**config.mk**
```make
export PLATFORM = sky130hd
export DESIGN_NAME = dsc_cmd_queue
export DESIGN_NICKNAME = d
export VERILOG_FILES = /design/src/dsc_pkg.sv /design/src/dsc_cmd_queue.sv
export SDC_FILE = /design/constraint.sdc
export NUM_CORES = 1
export LEC_CHECK = 0
export ABC_AREA = 1
export BUFFER_PORTS_ARGS = -buffer_cell sky130_fd_sc_hd__buf_2
export CAP_MARGIN = 5
export CORE_MARGIN = 1.5
export CORE_UTILIZATION = 45
export CTS_CLUSTER_SIZE = 20
export DETAILED_ROUTE_END_ITERATION = 10
export PLACE_DENSITY_LB_ADDON = 0.12
export SYNTH_ARGS = -nofsm -noshare
export SYNTH_HDL_FRONTEND = slang
export SYNTH_SLANG_ARGS = --single-unit
```
**constraint.sdc**
```tcl
create_clock -name clk -period 7.3 [get_ports clk]
set_input_delay 0.365 -clock clk [delete_from_list [all_inputs] [get_ports clk]]
set_output_delay 0.365 -clock clk [all_outputs]
set_load 0.05 [all_outputs]
```
**src/dsc_pkg.sv**
```systemverilog
// ----------------------------------------------------------------------------
// dsc_pkg
// shared types, sizes and codes for the 2x2 averaging downscaler
// ----------------------------------------------------------------------------
`default_nettype none

package dsc_pkg;

  localparam int MAX_WIDTH       = 1024;
  localparam int MAX_HEIGHT      = 1024;
  localparam int CHANNEL_BITS    = 8;
  localparam int PAIR_BITS       = CHANNEL_BITS + 1;
  localparam int SUM_BITS        = CHANNEL_BITS + 2;
  localparam int LINE_DEPTH      = MAX_WIDTH / 2;
  localparam int SLOT_BITS       = $clog2(LINE_DEPTH);
  localparam int LINE_BITS       = 3 * PAIR_BITS;
  localparam int COUNT_BITS      = $clog2(MAX_WIDTH);
  localparam int ROW_BITS        = $clog2(MAX_HEIGHT);
  localparam int SIZE_BITS       = COUNT_BITS + 1;
  localparam int HSIZE_BITS      = ROW_BITS + 1;
  localparam int REG_BITS        = 11;
  localparam int CFG_INDEX_BITS  = 1;
  localparam int CMD_QUEUE_DEPTH = 4;
  localparam int CMD_PTR_BITS    = $clog2(CMD_QUEUE_DEPTH);
  localparam int OUT_QUEUE_DEPTH = 4;
  localparam int OUT_PTR_BITS    = $clog2(OUT_QUEUE_DEPTH);

  localparam logic [REG_BITS-1:0] WIDTH_RESET  = REG_BITS'(640);
  localparam logic [REG_BITS-1:0] HEIGHT_RESET = REG_BITS'(480);

  // register indexes
  localparam logic [CFG_INDEX_BITS-1:0] REG_WIDTH  = 1'b0;
  localparam logic [CFG_INDEX_BITS-1:0] REG_HEIGHT = 1'b1;

  // command kinds
  localparam logic CMD_WRITE = 1'b0;
  localparam logic CMD_EMIT  = 1'b1;

  typedef struct packed {
    logic [CHANNEL_BITS-1:0] red_in;
    logic [CHANNEL_BITS-1:0] green_in;
    logic [CHANNEL_BITS-1:0] blue_in;
  } pixel_t;

  typedef struct packed {
    logic [CHANNEL_BITS-1:0] red_out;
    logic [CHANNEL_BITS-1:0] green_out;
    logic [CHANNEL_BITS-1:0] blue_out;
    logic                    row_end;
    logic                    frame_end;
  } result_t;

  typedef struct packed {
    logic                 kind;
    logic [SLOT_BITS-1:0] slot;
    logic [PAIR_BITS-1:0] red_pair;
    logic [PAIR_BITS-1:0] green_pair;
    logic [PAIR_BITS-1:0] blue_pair;
    logic                 row_end;
    logic                 frame_end;
  } cmd_t;

  function automatic logic [SIZE_BITS-1:0] clamp_width(input logic [REG_BITS-1:0] v);
    logic [31:0] x;
    x = 32'(v);
    if (x < 32'd2) return SIZE_BITS'(2);
    else if (x > 32'(MAX_WIDTH)) return SIZE_BITS'(MAX_WIDTH);
    else return SIZE_BITS'(x);
  endfunction

  function automatic logic [HSIZE_BITS-1:0] clamp_height(input logic [REG_BITS-1:0] v);
    logic [31:0] x;
    x = 32'(v);
    if (x < 32'd2) return HSIZE_BITS'(2);
    else if (x > 32'(MAX_HEIGHT)) return HSIZE_BITS'(MAX_HEIGHT);
    else return HSIZE_BITS'(x);
  endfunction

endpackage

`default_nettype wire

```
**src/dsc_cmd_queue.sv**
```systemverilog
// ----------------------------------------------------------------------------
// dsc_cmd_queue
// short command queue between the front and the line store side
// ----------------------------------------------------------------------------
`default_nettype none

module dsc_cmd_queue import dsc_pkg::*; (
  input  wire logic clk,
  input  wire logic rst,
  input  wire logic push,
  input  wire cmd_t push_cmd,
  output logic      full,
  input  wire logic pop,
  output cmd_t      head,
  output logic      empty
);

  cmd_t                  entries [CMD_QUEUE_DEPTH];
  logic [CMD_PTR_BITS-1:0] wr_ptr, rd_ptr;
  logic [CMD_PTR_BITS:0]   count;
  logic                    do_push, do_pop;

  assign full    = count == (CMD_PTR_BITS+1)'(CMD_QUEUE_DEPTH);
  assign empty   = count == '0;
  assign head    = entries[rd_ptr];
  assign do_push = push && !full;
  assign do_pop  = pop && !empty;

  always_ff @(posedge clk) begin
    if (do_push) begin
      entries[wr_ptr] <= push_cmd;
    end
  end

  always_ff @(posedge clk) begin
    if (rst) begin
      wr_ptr <= '0;
      rd_ptr <= '0;
      count  <= '0;
    end else begin
      if (do_push) wr_ptr <= wr_ptr + CMD_PTR_BITS'(1);
      if (do_pop)  rd_ptr <= rd_ptr + CMD_PTR_BITS'(1);
      if (do_push && !do_pop)      count <= count + (CMD_PTR_BITS+1)'(1);
      else if (do_pop && !do_push) count <= count - (CMD_PTR_BITS+1)'(1);
    end
  end

endmodule

`default_nettype wire

```
==> results of run 1 <==
cell usage after synthesis:
| master | number | area [um2] |
|---|---|---|
| inv_4 | 1 | 6.26 |
| clkbuf_1 | 4 | 15.0 |
| o21ai_0 | 77 | 385 |
| o21ai_1 | 2 | 10.0 |
| fa_1 | 1 | 20.0 |
| nand2_1 | 15 | 56.3 |
| buf_2 | 9 | 45.0 |
| ha_1 | 5 | 62.6 |
| clkbuf_2 | 3 | 15.0 |
| nand3b_1 | 1 | 7.51 |
| xor2_1 | 1 | 8.76 |
| a21oi_1 | 3 | 15.0 |
| dfxtp_1 | 9 | 180 |
| nor2_1 | 92 | 345 |
| nand3_1 | 4 | 20.0 |
| o22ai_1 | 39 | 244 |
| buf_4 | 1 | 7.51 |
| edfxtp_1 | 156 | 4680 |
| clkbuf_4 | 2 | 15.0 |
| inv_1 | 16 | 60.1 |
| buf_6 | 6 | 67.6 |
| inv_2 | 1 | 3.75 |
through the flow:
step	setup slack [ns]	total power [uW]	instances	utilization [%]	hold slack, ns
2_1_floorplan	4.56	1940	448	-	0.434
3_3_place_gp	4.99	2150	688	50.9	0.486
3_5_place_dp	4.95	2160	688	50.9	0.488
4_1_cts	4.49	3010	719	55.2	0.141
5_1_grt	4.36	3130	721	55.2	0.144
6_report	4.48	2990	721	55.2	0.156
final timing paths:
path / startpoint / to / slack [ns] / cells after the start
worst max-delay path: register / head[23] / 4.48 / 4
worst min-delay path: push_cmd[33] / entries[0][33] / 0.16 / 1
worst max register to register: count[0] / entries[2][10] / 5.06 / 5
worst min register to register: rd_ptr[1] / rd_ptr[1] / 0.49 / 2
state kept, by name (all words and copies together) (netlist names), named ones only:
| signal | flops |
|---|---|
| entries | 156 |
| count | 3 |
| rd_ptr | 2 |
| wr_ptr | 2 |
power breakdown:
group,leakage [uW],switching [uW],internal [uW],total [uW]
clock network,0.000284,331,528,858
registers,0.00150,44.9,1150,1200
logic,0.000868,735,197,932
total,0.00265,1110,1880,2990
worst max-delay path, delay by kind of cell, from the launching register on:
family	cells	cell delay (ns)
AOI/OAI and AO/OA	2	0.42
buffers and inverters	2	0.86
DFF	1	0.71
cells in the final DEF (no fill, tap or decap), types with 5 or more instances in the layout:
cell,n
buf_2,83
nand2_1,15
clkinv_2,7
buf_4,6
edfxtp_1,156
o22ai_1,39
dfxtp_1,8
o21ai_0,77
ha_1,5
nor2_1,88
inv_1,16
clkbuf_16,17
cell type report:
class	count	area [um2]
Fill cell	1111	6000
Sequential cell	165	4870
Multi-Input combinational cell	240	1200
Timing Repair Buffer	89	460
Clock buffer	18	429
Tap cell	176	220
Clock inverter	13	140
Inverter	18	70.1
Antenna cell	2	5.00
metal layers:
metal / GRT usage (%) / share of wire (%) / wire length [um] / vias up
li1: - / - / - / 1814
met3: 5.12 / 7.0 / 870 / 17
met4: 9.85 / 2.1 / 261 / 0
met5: 0 / 0 / 0 / -
met2: 27.3 / 47 / 5840 / 127
met1: 24.0 / 44 / 5440 / 1822
kinds of logic after synthesis:
group / synth area share, %
buffers and inverters: 3.75
adders and majority gates: 1.32
xor gates and xnor gates: 0.140
AOI/OAI and AO/OA: 10.4
DFF: 77.5
and+or+nand+nor: 6.84
==> run_results.csv, run 1 <==
group,metric,value,unit
clock_tree,numCtsBuffers,17,
routing,drcViolationCount,0,
clock_tree,clkTransAtPathRegs,0.06,ns
routing,vias_per_cell,5.24,
global_route,gr-total-overflow,0,
routing,routed_wl,12400,um
status,status,"finished clean",
sta,timing.final.crit_share,38.6,%
floorplanning,die_width,121,um
clock_tree,clock_sinks,165,
sta,slew_headroom,48.3,%
finish,drive_gt1_share,22.8,%
sta,max_freq,355,MHz
yosys,syn_inst,448,
hold_path,hold_class,"in -> reg",
clock_tree,cts_hold_buf,0,
critical_path,crit_required,6.93,ns
critical_path,worstSetupStartpointType,"register",
floorplanning,dieArea,0.0147,mm2
placed_design,port_buffers,83,
sta,tightest_slew,0.775,ns
sta,fin_crit,2.82,ns
placed_design,gp_congestion,0.735,
finish,syn_to_final_growth,17.9,%
clock_tree,cts_setup_buffers,0,
yosys,synth_nets,497,
global_route,grt_pass1_vias,3722,
sta,hold_viol_final,0,
clock_tree,cts_tree,"done",
clock_tree,insertion_delay,0.42,ns
global_route,antenna_found_initial,2,
sta,finalSetupTns,0,ns
critical_path,cp.arrival,2.46,ns
finish,finalInstanceArea,0.00740,mm2
pwr,p_leak,0.00265,uW
placed_design,dpl-instance-area,0.00682,mm2
global_route,grt_usage,18.2,%
clock_tree,clock_path_buffers,2,
routing,wire_per_inst,17.2,um
yosys,synth_seq_area_share,77.5,%
sta,timing.final.max_slew_violations,0,
yosys,synth.distinct_cells,22,
yosys,yosys_register_bits,165,
floorplanning,io_pins,84,
floorplanning,fp.dieH,121,um
critical_path,path_class,"reg -> out",
placed_design,dp_hpwl,7060,um
sta,setup_viol,0,
routing,ant_nets,0,
pwr,ir_worst_vdd,0.170,mV
routing,vias,3780,
yosys,yosys_warnings,0,
critical_path,cpMaxStageDelayCell,"dfxtp_2",
yosys,avgSynthCellArea,14.0,um2
routing,drt_iter0_markers,253,
critical_path,crit_chain,"buf_4 > o21ai_0 > o22ai_1 > buf_2",
clock_tree,ctsHtreeMaxLevel,4,
floorplanning,start_util,46.8,%
critical_path,worst_setup_path_end_kind,"output port",
floorplanning,core_area,0.0134,mm2
pwr,p_per_area,404,mW/mm2
global_route,grt_pass1_wl,19600,um
yosys,syn_area,0.00627,mm2
clock_tree,root_buffer,"clkbuf_16",
critical_path,cp_max_fo,48,
global_route,grt_max_degree,79,
clock_tree,cts_resized,0,
finish,nNetsFinal,580,
critical_path,slowest_delay,0.71,ns
sta,clock_skew,0.00318,ns
flow_run,max-cap-violations,0,
floorplanning,placementRows,42,
sta,rsz0062_at_grt,"no",
routing,drtPass1Iterations,5,
Note: power is estimated with default switching activity, not from simulation.
==> run 2, diff against run 1 <==
- ABC_AREA: 1 -> 0
- clock period: 7.3 -> 2.4 ns (I/O delays scaled with it)
==> run 2 against run 1 <==
Net effect:
- flip-flop and latch count stayed put
- sequential power grew to 3.0 times the previous value
- synthesized area is 3.1% lower
- first-iteration DRC count is 42% lower
- worst hold slack worse by 0.078 ns
- core utilization is 3.8 points higher
- critical path depth is 3 higher
- die area is 3.0% lower
- critical endpoint is now count[2]
==> run_results.csv, run 2 <==
group,metric,value,unit
finish,final_common_cell,"edfxtp_1",
finish,final_util,59.0,%
clock_tree,cts_resized,0,
sta,tightest_slew,0.433,ns
finish,diodes,0,
critical_path,path_class,"reg -> reg",
critical_path,crit_chain,"o31ai_1 > ha_1 > inv_1 > fa_1 > xor2_1 > or3_1 > a21oi_1",
routing,drt_iter0_markers,146,
sta,hold_viol_final,0,
global_route,antenna_found_initial,0,
routing,vias_per_cell,5.00,
pwr,clkPwrFrac,29.2,%
floorplanning,fp.dieH,119,um
global_route,grt_pass1_vias,3057,
critical_path,worst_setup_path_end_kind,"register",
yosys,ys.flop_type,"edfxtp_1",
floorplanning,io_pins,84,
critical_path,worstSetupStartpointType,"register",
yosys,synth_edf_count,156,
hold_path,hold_class,"in -> reg",
clock_tree,insertion_delay,0.42,ns
routing,met2_length,5140,um
floorplanning,start_util,46.1,%
global_route,grt_usage,16.2,%
critical_path,slowest_delay,0.38,ns
routing,wl_met3,490,um
yosys,yosys_warnings,0,
pwr,pwr-share-seq,40.5,%
finish,regMostFlops,"entries",
pwr,p_per_area,1160,mW/mm2
pwr,p_int,6010,uW
yosys,synth_top_cell_by_area,"edfxtp_1",
sta,setup_viol,0,
critical_path,cpMaxStageDelayCell,"dfxtp_1",
critical_path,crit_family,"adder cells",
routing,highest_layer,"met4",
routing,drtPass1Iterations,4,
status,status,"finished clean",
yosys,synth.top_cell.area_share,77.0,%
global_route,grt_max_degree,40,
routing,vias,2905,
finish,drive_gt1_share,40.2,%
pwr,p_leak,0.00268,uW
yosys,avgSynthCellArea,24.2,um2
sta,timing.final.max_slew_violations,0,
sta,timing.final.crit_share,88.9,%
sta,max_freq,469,MHz
finish,layout_common_cells,"156 x edfxtp_1, 83 x buf_2, 40 x dlygate4sd3_1, 39 x mux4_2, 17 x clkbuf_16",
placed_design,dp_hpwl,6000,um
sta,clock_skew,0.00771,ns
critical_path,path_buf_inv,1,
placed_design,port_buffers,83,
clock_tree,cts_setup_buffers,0,
floorplanning,placementRows,42,
yosys,synth_nets,300,
sta,fin_crit,2.13,ns
clock_tree,ctsHtreeMaxLevel,4,
routing,routed_wl,10500,um
yosys,synth.most_common_cell,"edfxtp_1",
flow_run,max-cap-violations,0,
global_route,grt_pass1_wl,16600,um
yosys,synth_seq_area_share,80.0,%
routing,wire_per_inst,18.0,um
finish,nNetsFinal,441,
placed_design,gp_congestion,0.691,
finish,largestRegisters,"entries x156, count x3",
critical_path,ff2ff_setup_slack,0.27,ns
routing,drt-met1-wl,4620,um
clock_tree,clkTransAtPathRegs,0.06,ns
floorplanning,core_area,0.0132,mm2
clock_tree,numCtsBuffers,17,
critical_path,crit_required,2.76,ns
pwr,p_sw_share,33.1,%
clock_tree,clock_path_buffers,2,
critical_path,cp.arrival,2.49,ns
critical_path,cp_max_fo,6,
global_route,gr-total-overflow,0,
pwr,p_comb_share,30.3,%
sta,slew_headroom,70.8,%
yosys,synth.distinct_cells,22,
yosys,synth.area.top_cells,"edfxtp_1 77%, mux4_2 14%, dfxtp_1 3.0%",
yosys,ys_async_sr_fraction,0,%
floorplanning,dieArea,0.0142,mm2
pwr,ir_worst_vdd,0.514,mV
yosys,syn_inst,251,
finish,largest_reg_flops,156,
sta,rsz0062_at_grt,"no",
clock_tree,clock_sinks,165,
routing,ant_nets,0,
clock_tree,root_buffer,"clkbuf_16",
floorplanning,die_width,119,um
clock_tree,cts_hold_buf,40,
yosys,syn_area,0.00608,mm2
pwr,p_switching,2970,uW
clock_tree,cts_tree,"done",
routing,drcViolationCount,0,
sta,finalSetupTns,0,ns
finish,syn_to_final_growth,27.9,%
yosys,synth.top_cells.by_count,"156 x edfxtp_1, 39 x mux4_2, 9 x dfxtp_1, 6 x nor2_1, 5 x ha_1",
yosys,yosys_register_bits,165,
run 2: cell types whose count changed after synthesis, sizes merged, moves of 4 or more:
cell,previous run,this run
nor2,92,6
o21ai,79,2
mux4,0,39
o22ai,39,0
nand2,15,0
inv,18,4
buf,16,6
clkbuf,9,3
and2,0,4
nand3,4,0
run 2: cell families after synthesis:
logic type,share of synthesized area [%]
muxes,14.8
DFF,80.0
AOI/OAI and AO/OA,0.597
xor gates and xnor gates,0.576
adders and majority gates,1.36
and+or+nand+nor,1.48
buffers and inverters,1.21
run 2: worst register-to-register path, stage by stage, from the launching register on:
cell     delay [ns]
dfxtp_1        0.38
o31ai_1        0.38
ha_1           0.26
inv_1          0.06
fa_1           0.38
xor2_1         0.16
or3_1          0.30
a21oi_1        0.14
run 2: final timing paths:
kind,to,depth (start not counted),start
hold reg to reg,wr_ptr[1],2,wr_ptr[1]
hold / removal,wr_ptr[0],4,push
setup reg to reg,count[2],7,count[0]
setup / recovery,count[2],7,count[0]
run 2: cell type report:
class | count | area [um2]
flip-flops and latches | 165 | 4870
fillers | 994 | 5410
clock buffers | 20 | 437
multi-input cells | 73 | 1150
repair buffers | 131 | 951
inverters | 4 | 15.0
well taps | 176 | 220
clock inverters | 12 | 136
run 2: metrics by stage:
step | area [um2] | total power, uW | instances | hold slack [ns] | setup slack, ns
final | 7780 | 8980 | 581 | 0.0784 | 0.266
after global routing | 7780 | 9340 | 581 | 0.0998 | 0.104
after CTS | 7780 | 9110 | 581 | 0.0526 | 0.195
after detailed placement | 6800 | 6430 | 509 | 0.339 | 0.262
after global placement | 6800 | 6410 | 509 | 0.334 | 0.346
after floorplan | 6080 | 5790 | 251 | 0.219 | 0.00410
run 2: metal layers:
metal	GRT usage [%]	up-vias
li1	-	1334
met1	20.9	1483
met2	25.5	72
met3	4.74	16
met4	7.76	0
met5	0	-
run 2: power groups by stage:
stage               Clock [uW]  Combinational, uW  Sequential [uW]
floorplan                    0               2190             3600
global placement             0               2710             3700
detailed placement           0               2720             3710
CTS                       2680               2780             3650
global route              2780               2880             3680
finish                    2620               2720             3640
