===== config.mk =====
export PLATFORM = sky130hd
export DESIGN_NAME = dsc_front
export DESIGN_NICKNAME = d
export VERILOG_FILES = /design/src/dsc_pkg.sv /design/src/dsc_front.sv
export SDC_FILE = /design/constraint.sdc
export NUM_CORES = 1
export LEC_CHECK = 0
export ABC_AREA = 1
export BUFFER_PORTS_ARGS = -buffer_cell sky130_fd_sc_hd__buf_4
export CORE_MARGIN = 3
export CORE_UTILIZATION = 60
export CTS_CLUSTER_SIZE = 30
export DETAILED_ROUTE_END_ITERATION = 8
export GPL_ROUTABILITY_DRIVEN = 0
export HOLD_SLACK_MARGIN = 0.15
export PLACE_DENSITY = 0.84
export SKIP_LAST_GASP = 1
export SLEW_MARGIN = 20
export SYNTH_ARGS = -nofsm -noshare
export SYNTH_HDL_FRONTEND = slang
export SYNTH_SLANG_ARGS = --single-unit

===== constraint.sdc =====
create_clock -name clk -period 7.8 [get_ports clk]
set_clock_uncertainty 0.2 [all_clocks]
set_input_delay 1.17 -clock clk [delete_from_list [all_inputs] [get_ports clk]]
set_output_delay 1.17 -clock clk [all_outputs]
set_load 0.03 [all_outputs]

===== src/dsc_pkg.sv =====
// ----------------------------------------------------------------------------
// dsc_pkg
// shared types, sizes and codes for the 2x2 averaging downscaler
// ----------------------------------------------------------------------------
`default_nettype none

package dsc_pkg;

  localparam int MAX_WIDTH       = 1024;
  localparam int MAX_HEIGHT      = 1024;
  localparam int CHANNEL_BITS    = 8;
  localparam int PAIR_BITS       = CHANNEL_BITS + 1;
  localparam int SUM_BITS        = CHANNEL_BITS + 2;
  localparam int LINE_DEPTH      = MAX_WIDTH / 2;
  localparam int SLOT_BITS       = $clog2(LINE_DEPTH);
  localparam int LINE_BITS       = 3 * PAIR_BITS;
  localparam int COUNT_BITS      = $clog2(MAX_WIDTH);
  localparam int ROW_BITS        = $clog2(MAX_HEIGHT);
  localparam int SIZE_BITS       = COUNT_BITS + 1;
  localparam int HSIZE_BITS      = ROW_BITS + 1;
  localparam int REG_BITS        = 11;
  localparam int CFG_INDEX_BITS  = 1;
  localparam int CMD_QUEUE_DEPTH = 4;
  localparam int CMD_PTR_BITS    = $clog2(CMD_QUEUE_DEPTH);
  localparam int OUT_QUEUE_DEPTH = 4;
  localparam int OUT_PTR_BITS    = $clog2(OUT_QUEUE_DEPTH);

  localparam logic [REG_BITS-1:0] WIDTH_RESET  = REG_BITS'(640);
  localparam logic [REG_BITS-1:0] HEIGHT_RESET = REG_BITS'(480);

  // register indexes
  localparam logic [CFG_INDEX_BITS-1:0] REG_WIDTH  = 1'b0;
  localparam logic [CFG_INDEX_BITS-1:0] REG_HEIGHT = 1'b1;

  // command kinds
  localparam logic CMD_WRITE = 1'b0;
  localparam logic CMD_EMIT  = 1'b1;

  typedef struct packed {
    logic [CHANNEL_BITS-1:0] red_in;
    logic [CHANNEL_BITS-1:0] green_in;
    logic [CHANNEL_BITS-1:0] blue_in;
  } pixel_t;

  typedef struct packed {
    logic [CHANNEL_BITS-1:0] red_out;
    logic [CHANNEL_BITS-1:0] green_out;
    logic [CHANNEL_BITS-1:0] blue_out;
    logic                    row_end;
    logic                    frame_end;
  } result_t;

  typedef struct packed {
    logic                 kind;
    logic [SLOT_BITS-1:0] slot;
    logic [PAIR_BITS-1:0] red_pair;
    logic [PAIR_BITS-1:0] green_pair;
    logic [PAIR_BITS-1:0] blue_pair;
    logic                 row_end;
    logic                 frame_end;
  } cmd_t;

  function automatic logic [SIZE_BITS-1:0] clamp_width(input logic [REG_BITS-1:0] v);
    logic [31:0] x;
    x = 32'(v);
    if (x < 32'd2) return SIZE_BITS'(2);
    else if (x > 32'(MAX_WIDTH)) return SIZE_BITS'(MAX_WIDTH);
    else return SIZE_BITS'(x);
  endfunction

  function automatic logic [HSIZE_BITS-1:0] clamp_height(input logic [REG_BITS-1:0] v);
    logic [31:0] x;
    x = 32'(v);
    if (x < 32'd2) return HSIZE_BITS'(2);
    else if (x > 32'(MAX_HEIGHT)) return HSIZE_BITS'(MAX_HEIGHT);
    else return HSIZE_BITS'(x);
  endfunction

endpackage

`default_nettype wire


===== src/dsc_front.sv =====
// ----------------------------------------------------------------------------
// dsc_front
// size registers, raster position and pair summing; issues line commands
// ----------------------------------------------------------------------------
`default_nettype none

module dsc_front import dsc_pkg::*; (
  input  wire logic                      clk,
  input  wire logic                      rst,
  input  wire logic                      cfg_write,
  input  wire logic [CFG_INDEX_BITS-1:0] cfg_index,
  input  wire logic [REG_BITS-1:0]       cfg_data,
  input  wire logic                      accept,
  input  wire pixel_t                    pixel,
  output logic                           cmd_push,
  output cmd_t                           cmd
);

  logic [REG_BITS-1:0]   image_width;
  logic [REG_BITS-1:0]   image_height;
  logic [COUNT_BITS-1:0] column_count;
  logic [ROW_BITS-1:0]   row_count;
  pixel_t                pending_left;

  logic [SIZE_BITS-1:0]  w, w_even, c_ext, c_plus;
  logic [HSIZE_BITS-1:0] h, h_even, r_ext, r_plus;
  logic                  in_band, cmd_valid;

  always_comb begin
    w       = clamp_width(image_width);
    h       = clamp_height(image_height);
    w_even  = {w[SIZE_BITS-1:1], 1'b0};
    h_even  = {h[HSIZE_BITS-1:1], 1'b0};
    c_ext   = SIZE_BITS'(column_count);
    r_ext   = HSIZE_BITS'(row_count);
    c_plus  = c_ext + SIZE_BITS'(1);
    r_plus  = r_ext + HSIZE_BITS'(1);
    in_band = c_ext < w_even;
    // odd column of a pair; even rows store, odd rows inside the frame emit
    cmd_valid = in_band && column_count[0] && (!row_count[0] || (r_ext < h_even));

    cmd.kind       = row_count[0] ? CMD_EMIT : CMD_WRITE;
    cmd.slot       = column_count[COUNT_BITS-1:1];
    cmd.red_pair   = PAIR_BITS'(pending_left.red_in) + PAIR_BITS'(pixel.red_in);
    cmd.green_pair = PAIR_BITS'(pending_left.green_in) + PAIR_BITS'(pixel.green_in);
    cmd.blue_pair  = PAIR_BITS'(pending_left.blue_in) + PAIR_BITS'(pixel.blue_in);
    cmd.row_end    = c_plus >= w_even;
    cmd.frame_end  = (c_plus >= w_even) && (r_plus >= h_even);
    cmd_push       = accept && cmd_valid;
  end

  always_ff @(posedge clk) begin
    if (rst) begin
      image_width  <= WIDTH_RESET;
      image_height <= HEIGHT_RESET;
    end else if (cfg_write) begin
      case (cfg_index)
        REG_WIDTH:  image_width  <= cfg_data;
        REG_HEIGHT: image_height <= cfg_data;
        default:    ;
      endcase
    end
  end

  always_ff @(posedge clk) begin
    if (rst) begin
      column_count <= '0;
      row_count    <= '0;
      pending_left <= '0;
    end else if (accept) begin
      if (in_band && !column_count[0]) begin
        pending_left <= pixel;
      end
      if (c_plus >= w) begin
        column_count <= '0;
        row_count    <= (r_plus >= h) ? '0 : r_plus[ROW_BITS-1:0];
      end else begin
        column_count <= c_plus[COUNT_BITS-1:0];
      end
    end
  end

endmodule

`default_nettype wire


==> metrics.txt, run 1 <==
CP max stage delay=0.34 ns; most frequent cell after synthesis=nand2_1; All-Layer GR Usage=23.9%; fraction of layout cells with a size suffix above 1=15.4%; Die ar.=9770 sq um; Metal-1 WL=5210 microns; Hold Vio Cnt, Final=0; top_reg_cell synth=dfxtp_1; pwr dens=172 nW/um^2; pre-CTS WS=3.55 ns; CTS sink cnt=66; warnings from Yosys=0; CP delay by family, top=compound AO/OA/AOI/OAI gates; crit share post-route=58.0%; CORE AREA=8300 sq um; Post-synth EDFFs=0; Least-Margin Pin Slew=0.704 ns; met3 WL post-DR=664 microns; TritonCTS Buffers=9; vias in the first global route=4588; drt total wl=11700 microns; first-pass GRT wire length=19800 microns; Slew HR=53.0%; met2 WL=5550 microns; f_max=0.221 GHz; wire length per cell=12.6 microns; hold_buf cts=0; maxcap violations=0; net count after synthesis=865; Mapped Cells=756; Setup crit end kind=output port; post-synthesis cell area=5170 sq um; Starting Density=62.3%; Worst-Skew Late Latency=0.34 ns; GRT overflow=0; CP arrival=3.16 ns; setup TNS=0 ns; Clock Path Buffers=2; Die X=98.8 microns; worst endpoint required time=6.43 ns; site row count=33; largest net degree at the start of global routing=47; Max VDD drop=0.0996 mV; Critical-path top delay cell=buf_4; Final Core Density=71.9%; WP buf/inv=2; crit-path cells=or2_1 > nor2_2 > nand2_1 > nand2_4 > nand2_1 > ha_1 > a21oi_1 > o21ai_0 > a221oi_4 > buf_4 > nand4_1 > a21oi_1 > buf_4; Pre-antenna DRT Iters=4; Worst Hold Class=reg -> reg; # port buffers=79; count of final max-slew check failures=0; DRC viols=0; Top Ports=80; ant diodes=0; RSZ-0062 raised after global routing=false; syn_area_per_cell=6.84 sq um; clock-pin slew on the worst setup and hold paths=0.07 ns; status=completed; Crit Path Category=reg -> out; DIE HEIGHT=98.8 microns; number of unique standard cell types used by synthesis=38; htree depth=3; via count=4869; Yosys top cell by area=dfxtp_1; Synth async-reset ratio=0%; vias per cell=5.24; Synth top cells by count=nand2_1 (146), inv_1 (137), nor2_1 (74); P_leak=3.24 nW; CP Max Fanout=26; post-CTS sizing=0; final worst setup slack=3.27 ns; CTS root buffer=clkbuf_8; DR iter-0 viols=209; Seq cells post-synth=66; initial antenna violation count=0; post-synthesis sequential area ratio=25.6%; Post-CTS Setup Repair Bufs=0; Synth top area share=25.6%; fin crit period=4.53 ns; Syn-to-layout area delta=15.4%; fill count=652; CTS tree=built; CP Launch Type=flop; Routed Antenna Nets=0; setup violators final=0; Synth area leaders=dfxtp_1 (26%), ha_1 (16%), nand2_1 (11%); Top Metal Used=met4; post-DP HPWL=9130 microns; Final nets=929
==> layer usage <==
metal  vias to the layer above  global-route usage, %
li1                       2532                      -
met1                      2169                   29.8
met2                       142                   41.0
met3                        26                   4.60
met4                         0                   8.61
met5                         -                      0
==> power breakdown <==
group          total, mW  switching (mW)  internal [mW]
registers          0.371          0.0139          0.357
clock network      0.322           0.135          0.188
logic              0.331           0.204          0.127
==> layout make-up <==
| cell class | count | area [sq um] | area share (%) |
|---|---|---|---|
| clock inverter | 5 | 77.6 | 1.30 |
| sequential | 66 | 1320 | 22.1 |
| multi-input combinational | 521 | 3160 | 52.9 |
| inverter | 141 | 529 | 8.87 |
| tap | 105 | 131 | 2.20 |
| clock buffer | 11 | 141 | 2.37 |
| timing repair buffer | 81 | 608 | 10.2 |
==> cells by family after synthesis <==
| group | share of synthesized area (%) |
|---|---|
| xor+xnor | 5.25 |
| compound gates | 11.4 |
| simple gates | 27.3 |
| flops | 25.6 |
| fa+ha+maj | 17.1 |
| buf+inv | 13.4 |
==> through the flow <==
stage          total power [mW]  hold slack [ns]  area, sq um  instances
2_1_floorplan             0.609            0.240         5170        756
3_3_place_gp              0.701            0.261         5750        914
3_5_place_dp              0.710            0.291         5750        914
4_1_cts                    1.03            0.303         5970        930
5_1_grt                    1.08            0.327         5970        930
6_report                   1.02            0.302         5970        930
==> path summary, 6_finish.rpt <==
path	cells past startpoint	end	start	slack, ns
max	13	cmd_push	image_width[1]$_SDFFE_PP0P_	3.27
min reg2reg	2	image_height[0]$_SDFFE_PP0P_	image_height[0]$_SDFFE_PP0P_	0.30
max reg2reg	16	row_count[3]$_SDFFE_PP0P_	column_count[0]$_SDFFE_PP0P_	4.02
min	2	image_height[0]$_SDFFE_PP0P_	image_height[0]$_SDFFE_PP0P_	0.30
==> layout by cell type, fill, tap and decap left out, types with 6 or more instances in the layout <==
cell type  instances
nor2_1            74
ha_1              66
o21bai_1           7
o21ai_0           37
buf_4             81
inv_1            137
xor2_1            22
nand2_2           21
nor3_1             6
a21oi_1           51
dfxtp_1           66
nand4_1           30
nand3_1           23
nand2_1          146
xnor2_1            9
clkbuf_8          10
==> flip-flops by register name, indices dropped and copies added, names as in the netlist <==
name          flops
pending_left     24
image_height     11
row_count        10
column_count     10
image_width      11
==> worst min-delay path, stage by stage, from the launching register on <==
cell     delay (ns)
dfxtp_1        0.32
inv_1          0.07
a21oi_1        0.07
(Power assumes the default switching activity.)
==> run 2: changes to the inputs <==
--- a/config.mk
+++ b/config.mk
@@ -5,15 +5,15 @@
 export SDC_FILE = /design/constraint.sdc
 export NUM_CORES = 1
 export LEC_CHECK = 0
-export ABC_AREA = 1
+export ABC_AREA = 0
 export BUFFER_PORTS_ARGS = -buffer_cell sky130_fd_sc_hd__buf_4
 export CORE_MARGIN = 3
-export CORE_UTILIZATION = 60
+export CORE_UTILIZATION = 58
 export CTS_CLUSTER_SIZE = 30
 export DETAILED_ROUTE_END_ITERATION = 8
 export GPL_ROUTABILITY_DRIVEN = 0
 export HOLD_SLACK_MARGIN = 0.15
-export PLACE_DENSITY = 0.84
+export PLACE_DENSITY = 0.82
 export SKIP_LAST_GASP = 1
 export SLEW_MARGIN = 20
 export SYNTH_ARGS = -nofsm -noshare
==> constraint.sdc (replaced) <==
create_clock -name clk -period 4.67 [get_ports clk]
set_clock_uncertainty 0.2 [all_clocks]
set_input_delay 0.7005 -clock clk [delete_from_list [all_inputs] [get_ports clk]]
set_output_delay 0.7005 -clock clk [all_outputs]
set_load 0.03 [all_outputs]
==> run 2 against run 1 <==
  * Final area down 5.7%
  * Synthesized cell count fell by 22%
  * Routed wire length shrank 3.6%
  * Critical endpoint is now cmd[0]
  * Non-clock buffer count shrank 1
  * Flip-flop and latch count is the same
==> metrics.txt, run 2 <==
status=completed; wire length per cell=14.9 microns (+18%); GRT overflow=0 (unchanged); HP Start=image_height[0]$_SDFFE_PP0P_; Post-DP Area=5420 sq um (-5.8%); Finished Cell Area=5620 sq um (-5.7%); warnings from Yosys=0 (unchanged); Syn-to-layout area delta=15.7%; setup TNS=0 ns (unchanged); WHS Path Cells=2 (unchanged); All-Layer GR Usage=23.4% (-0.49 points); Die X=97.5 microns (-1.3%); site row count=32 (-3.0%); post-synthesis cell area=4860 sq um (-6.0%); Slew HR=51.2% (-1.8 points); Post-synth EDFFs=0 (unchanged); Synth top cells by count=nand2_1 (97), dfxtp_1 (66), ha_1 (66); maxcap violations=0 (unchanged); CP arrival=3.36 ns (+0.20 ns); Metal-1 WL=5040 microns (-3.1%); vias in the first global route=4196 (-8.5%); htree depth=3 (unchanged); commonest non-fill, non-tap cells in the layout=nand2_1 (97), buf_4 (80), ha_1 (66), dfxtp_1 (66), nor2_1 (51); CTS sink cnt=66 (unchanged); via count=4419 (-9.2%); post-synthesis sequential area ratio=27.2% (+1.6 points); worst endpoint required time=3.77 ns (-2.66 ns); # port buffers=79 (unchanged); syn_area_per_cell=8.27 sq um (+21%); post-DP HPWL=8750 microns (-4.2%); DIE HEIGHT=97.5 microns (-1.3%); pwr dens=278 nW/um^2 (+62%); number of unique standard cell types used by synthesis=56 (+47%); fin crit period=4.26 ns; Worst-Skew Late Latency=0.34 ns (about the same); TritonCTS Buffers=9 (unchanged); fraction of layout cells with a size suffix above 1=16.5% (+1.1 points); FF-to-FF End=row_count[4]$_SDFFE_PP0P_; Routed Antenna Nets=0 (unchanged); P_leak=2.68 nW (-17%); CTS root buffer=clkbuf_8; first-pass GRT wire length=18900 microns (-4.6%); setup violators final=0 (unchanged); crit share post-route=91.2%; drt total wl=11300 microns (-3.6%); FF-to-FF Start=column_count[1]$_SDFFE_PP0P_; Synth async-reset ratio=0% (unchanged); clock-pin slew on the worst setup and hold paths=0.07 ns (about the same); Reg2Reg Setup Slack=0.95 ns (-3.07 ns); met3 WL post-DR=810 microns (+22%); Most flops, register=pending_left; Clock Path Buffers=2 (unchanged); initial antenna violation count=0 (unchanged); Seq cells post-synth=66 (unchanged); Setup crit end kind=output port; RSZ-0062 raised after global routing=false; Starting Density=61.3% (-0.99 points); Worst Hold Class=reg -> reg; ant diodes=0 (unchanged); Least-Margin Pin Slew=0.731 ns (+0.0267 ns); CP Max Fanout=7 (-73%); Synth top area share=27.2% (+1.6 points); commonest non-fill, non-tap cell in the layout=nand2_1; Mapped Cells=588 (-22%); top_reg_cell synth=dfxtp_1; net count after synthesis=697 (-19%); DR iter-0 viols=172 (-18%); most frequent cell after synthesis=nand2_1; Max VDD drop=0.196 mV (+97%); Yosys top cell by area=dfxtp_1; met2 WL=5240 microns (-5.6%); CTS tree=built; worst r2r path cells=12 (-4); Top Ports=80 (unchanged); Die ar.=9520 sq um (-2.6%); CORE AREA=7930 sq um (-4.5%); Crit Path Category=reg -> out; f_max=0.235 GHz; Top Metal Used=met4; Final nets=760 (-18%); Pre-antenna DRT Iters=5 (+1); Regs by FF count=pending_left (24), image_height (11), image_width (11); count of final max-slew check failures=0 (unchanged); largest net degree at the start of global routing=53 (+13%); hold_buf cts=0 (unchanged); DRC viols=0 (unchanged); vias per cell=5.83 (+11%); Hold Vio Cnt, Final=0 (unchanged); CP Launch Type=flop; Synth area leaders=dfxtp_1 (27%), ha_1 (17%), nand2_1 (7.5%); Hold Path End=image_height[0]$_SDFFE_PP0P_; max FFs per register=24 (unchanged)
-- run 2: metal layers --
layer  up-vias  GRT usage [%]
li1       2195              -
met1      2087           30.4
met2       120           38.4
met3        17           5.67
met4         0           7.14
met5         -              0
-- run 2: kinds of logic (layout without fill, tap and decap cells) --
family	count (synthesis)	count (layout)	share of synthesized area [%]
flip-flops	66	66	27.2
AND/OR/NAND/NOR	227	227	22.1
XOR/XNOR	33	33	5.95
buffers and inverters	52	120	5.43
multiplexers	24	24	4.94
adder cells (fa/ha/maj)	69	69	18.2
AO/OA/AOI/OAI	117	117	16.2
-- run 2: area by class of cell --
| cell class | count | area [sq um] |
|---|---|---|
| Sequential cell | 66 | 1320 |
| Multi-Input combinational cell | 470 | 3280 |
| Tap cell | 102 | 128 |
| Timing Repair Buffer | 80 | 601 |
| Fill cell | 640 | 2300 |
| Inverter | 24 | 90.1 |
| Clock buffer | 11 | 151 |
| Clock inverter | 5 | 52.6 |
-- run 2: power by group --
group	switching (mW)	internal, mW
registers	0.0228	0.589
clock network	0.230	0.273
logic	0.262	0.184
total	0.515	1.05
-- run 2: timing repair --
item                       in CTS  in global routing
resized for setup               0                  1
setup endpoints to repair       0                  2
buffers inserted                0                  0
-- run 2: through the flow --
step	hold WS, ns	worst slack [ns]	instances	total power [mW]	utilization (%)
floorplan	0.249	0.795	588	0.927	-
global placement	0.263	0.691	742	1.05	68.3
detailed placement	0.267	0.583	742	1.07	68.3
CTS	0.277	0.212	758	1.56	70.9
global route	0.317	0.134	758	1.63	70.9
finish	0.279	0.410	758	1.56	70.9
-- run 2: worst max-delay path, cell delays in order (launching register included) --
cell and delay (ns):
dfxtp_1 0.35, nor4_4 0.34, nand2_1 0.14, o31ai_2 0.40, nand2_1 0.15, ha_1 0.31, and3_1 0.20, a221o_1 0.35
a21o_2 0.29, nand2b_1 0.20, o21a_1 0.13, buf_4 0.17
-- run 2: worst max-delay path by stage --
stage,startpoint,to,slack (ns),depth (start not counted)
floorplan,image_width[2]$_SDFFE_PP0P_,cmd[0],0.80,10
global placement,image_width[6]$_SDFFE_PP0P_,cmd[0],0.69,11
detailed placement,image_width[6]$_SDFFE_PP0P_,cmd[0],0.58,11
CTS,image_width[6]$_SDFFE_PP0P_,cmd[0],0.21,11
global route,image_height[6]$_SDFFE_PP1P_,cmd_push,0.13,10
finish,image_width[6]$_SDFFE_PP0P_,cmd[0],0.41,11
==> run 3: changes to the inputs <==
--- a/config.mk
+++ b/config.mk
@@ -7,13 +7,15 @@
 export LEC_CHECK = 0
 export ABC_AREA = 0
 export BUFFER_PORTS_ARGS = -buffer_cell sky130_fd_sc_hd__buf_4
+export CELL_PAD_IN_SITES_DETAIL_PLACEMENT = 0
+export CELL_PAD_IN_SITES_GLOBAL_PLACEMENT = 1
 export CORE_MARGIN = 3
-export CORE_UTILIZATION = 58
+export CORE_UTILIZATION = 43
 export CTS_CLUSTER_SIZE = 30
 export DETAILED_ROUTE_END_ITERATION = 8
 export GPL_ROUTABILITY_DRIVEN = 0
 export HOLD_SLACK_MARGIN = 0.15
-export PLACE_DENSITY = 0.82
+export PLACE_DENSITY_LB_ADDON = 0.1
 export SKIP_LAST_GASP = 1
 export SLEW_MARGIN = 20
 export SYNTH_ARGS = -nofsm -noshare
==> run 3 against run 2 <==
  * Die area grew 33%
  * Total power grew 15%
  * Cell count grew 5.0%
  * First-iteration DRC count grew 22%
  * Combinational power shrank 2%
  * Clock power grew 49%
  * Non-clock buffer count is the same
  * Sequential share of layout area shrank 0.68 points
  * Critical path type unchanged
  * Critical endpoint unchanged
==> metrics.txt, run 3 (synthesis gave the netlist of run 2 again) <==
WHS Path Cells=2 (unchanged); Clk network pwr share=41.7% (+9.5 points); largest net degree at the start of global routing=53 (unchanged); Worst Hold Class=reg -> reg; Die X=112 microns (+15%); CTS tree=built; DIE HEIGHT=112 microns (+15%); CTS root buffer=clkbuf_16; Post-CTS Setup Repair Bufs=0 (unchanged); Crit. Startpoint=image_width[2]$_SDFFE_PP0P_; ant diodes=0 (unchanged); CP Launch Type=flop; CP arrival=3.50 ns (+0.14 ns); Setup crit end kind=output port; commonest non-fill, non-tap cell in the layout=nand2_1; Top Metal Used=met4; Crit Path Category=reg -> out; FF-to-FF Start=image_width[2]$_SDFFE_PP0P_; worst r2r path cells=11 (-1); worst endpoint required time=3.77 ns (about the same); fill count=1080 (+69%); dpl cells=780 (+5.1%); RSZ-0062 raised after global routing=false; Final Core Density=53.0% (-18 points); clock-pin slew on the worst setup and hold paths=0.06 ns (about the same); Clock Path Buffers=2 (unchanged); crit share post-route=94.3% (+3.1 points); Hold Vio Cnt, Final=0 (unchanged); Seq pwr share=34.0% (-5.2 points); Final nets=760 (unchanged); Reg2Reg Setup Slack=0.86 ns (-0.09 ns); Tot Pwr=1.80 mW (+15%); Least-Margin Pin Slew=0.608 ns (-0.123 ns); htree depth=3 (unchanged); Pre-antenna DRT Iters=4 (-1); initial antenna violation count=0 (unchanged); vias in the first global route=4203 (+0.17%); Top Ports=80 (unchanged); GRT overflow=0 (unchanged); total net switching power=548 uW (+6.3%); TritonCTS Buffers=9 (unchanged); first-pass GRT wire length=19700 microns (+4.4%); # port buffers=79 (unchanged); setup TNS=0 ns (unchanged); met2 WL=5020 microns (-4.2%); pre-CTS WS=0.618 ns (+0.0348 ns); Syn-to-layout area delta=19.2%; drt total wl=11500 microns (+2.3%); setup violators final=0 (unchanged); HP Start=image_height[0]$_SDFFE_PP0P_; P_leak=2.72 nW (+1.5%); f_max=0.227 GHz (-3.3%); status=completed; CORE AREA=10900 sq um (+38%); Starting Density=44.5% (-17 points); non-filler cells, final=796 (+5.0%); post-CTS sizing=0 (unchanged); commonest non-fill, non-tap cells in the layout=nand2_1 (97), buf_4 (80), ha_1 (66), dfxtp_1 (66), nor2_1 (51); Net Sw Frac=30.4% (-2.6 points); multi-input logic area=3280 sq um (-0.15%); max FFs per register=24 (unchanged); tightest hold margin=0.282 ns (+0.00341 ns); vias per cell=5.34 (-8.3%); Die ar.=12600 sq um (+33%); DR iter-0 viols=210 (+22%); Regs by FF count=pending_left (24), image_height (11), image_width (11); met3 WL post-DR=604 microns (-25%); via count=4254 (-3.7%); hold_buf cts=0 (unchanged); DRC viols=0 (unchanged); Max VDD drop=0.250 mV (+28%); Slew HR=59.4% (+8.2 points); Most flops, register=pending_left; CTS sink cnt=66 (unchanged); post-DP HPWL=8780 microns (+0.36%); Hold Path End=image_height[0]$_SDFFE_PP0P_; Worst-Skew Late Latency=0.34 ns (about the same); pwr dens=311 nW/um^2 (+12%); Storage cell area=1320 sq um (unchanged); count of final max-slew check failures=0 (unchanged); final worst setup slack=0.267 ns (-0.143 ns); Metal-1 WL=5710 microns (+13%); Post-DP Area=5460 sq um (+0.88%); Comb power frac=24.4% (-4.2 points); FF-to-FF End=row_count[2]$_SDFFE_PP0P_; site row count=38 (+19%); All-Layer GR Usage=19.0% (-4.4 points); Pint=1.25 mW (+20%); Routed Antenna Nets=0 (unchanged); wire length per cell=14.5 microns (-2.6%); CP Max Fanout=7 (unchanged); fraction of layout cells with a size suffix above 1=16.3% (-0.15 points); fin crit period=4.40 ns (+0.143 ns); Finished Cell Area=5790 sq um (+3.0%); maxcap violations=0 (unchanged)
-- run 3: cell types whose count changed in the layout (fill, tap and decap cells not counted) --
cell	change
clkbuf_8	-10
clkbuf_16	+9
clkinvlp_4	+3
o31ai_1	+1
bufinv_16	+1
o31ai_2	-1
clkinv_2	-3
-- run 3: critical path, cell delays in order, from the launching register on --
cell      delay (ns)
dfxtp_1         0.35
nor4_4          0.34
nand2_1         0.11
o31ai_1         0.51
nand2_1         0.21
ha_1            0.33
and3_1          0.19
a221o_1         0.34
a21o_2          0.28
nand2b_1        0.21
o21a_1          0.13
buf_4           0.16
-- run 3: worst max-delay path by stage --
stage,end,cells past startpoint
floorplan,cmd[0],10
global placement,cmd[0],11
detailed placement,cmd[0],11
CTS,cmd[0],11
global route,cmd[0],11
finish,cmd[0],11
-- run 3: per-layer routing --
layer	global-route usage [%]	up-vias
met4	7.13	0
met1	24.7	1968
met5	0	-
met3	5.07	14
li1	-	2194
met2	30.2	78
-- run 3: final cells by class --
cell class / instances / area share [%]
well taps: 140 / 3.02
repair buffers: 80 / 10.4
multi-input cells: 470 / 56.6
inverters: 24 / 1.56
clock buffers: 10 / 4.13
clock inverters: 6 / 1.56
flip-flops and latches: 66 / 22.8
-- run 3: power groups by stage --
stage / combinational, mW / sequential, mW / clock, mW
5_1_grt: 0.488 / 0.616 / 0.790
3_3_place_gp: 0.437 / 0.623 / 0
6_report: 0.439 / 0.612 / 0.751
4_1_cts: 0.444 / 0.612 / 0.768
3_5_place_dp: 0.441 / 0.624 / 0
2_1_floorplan: 0.308 / 0.619 / 0
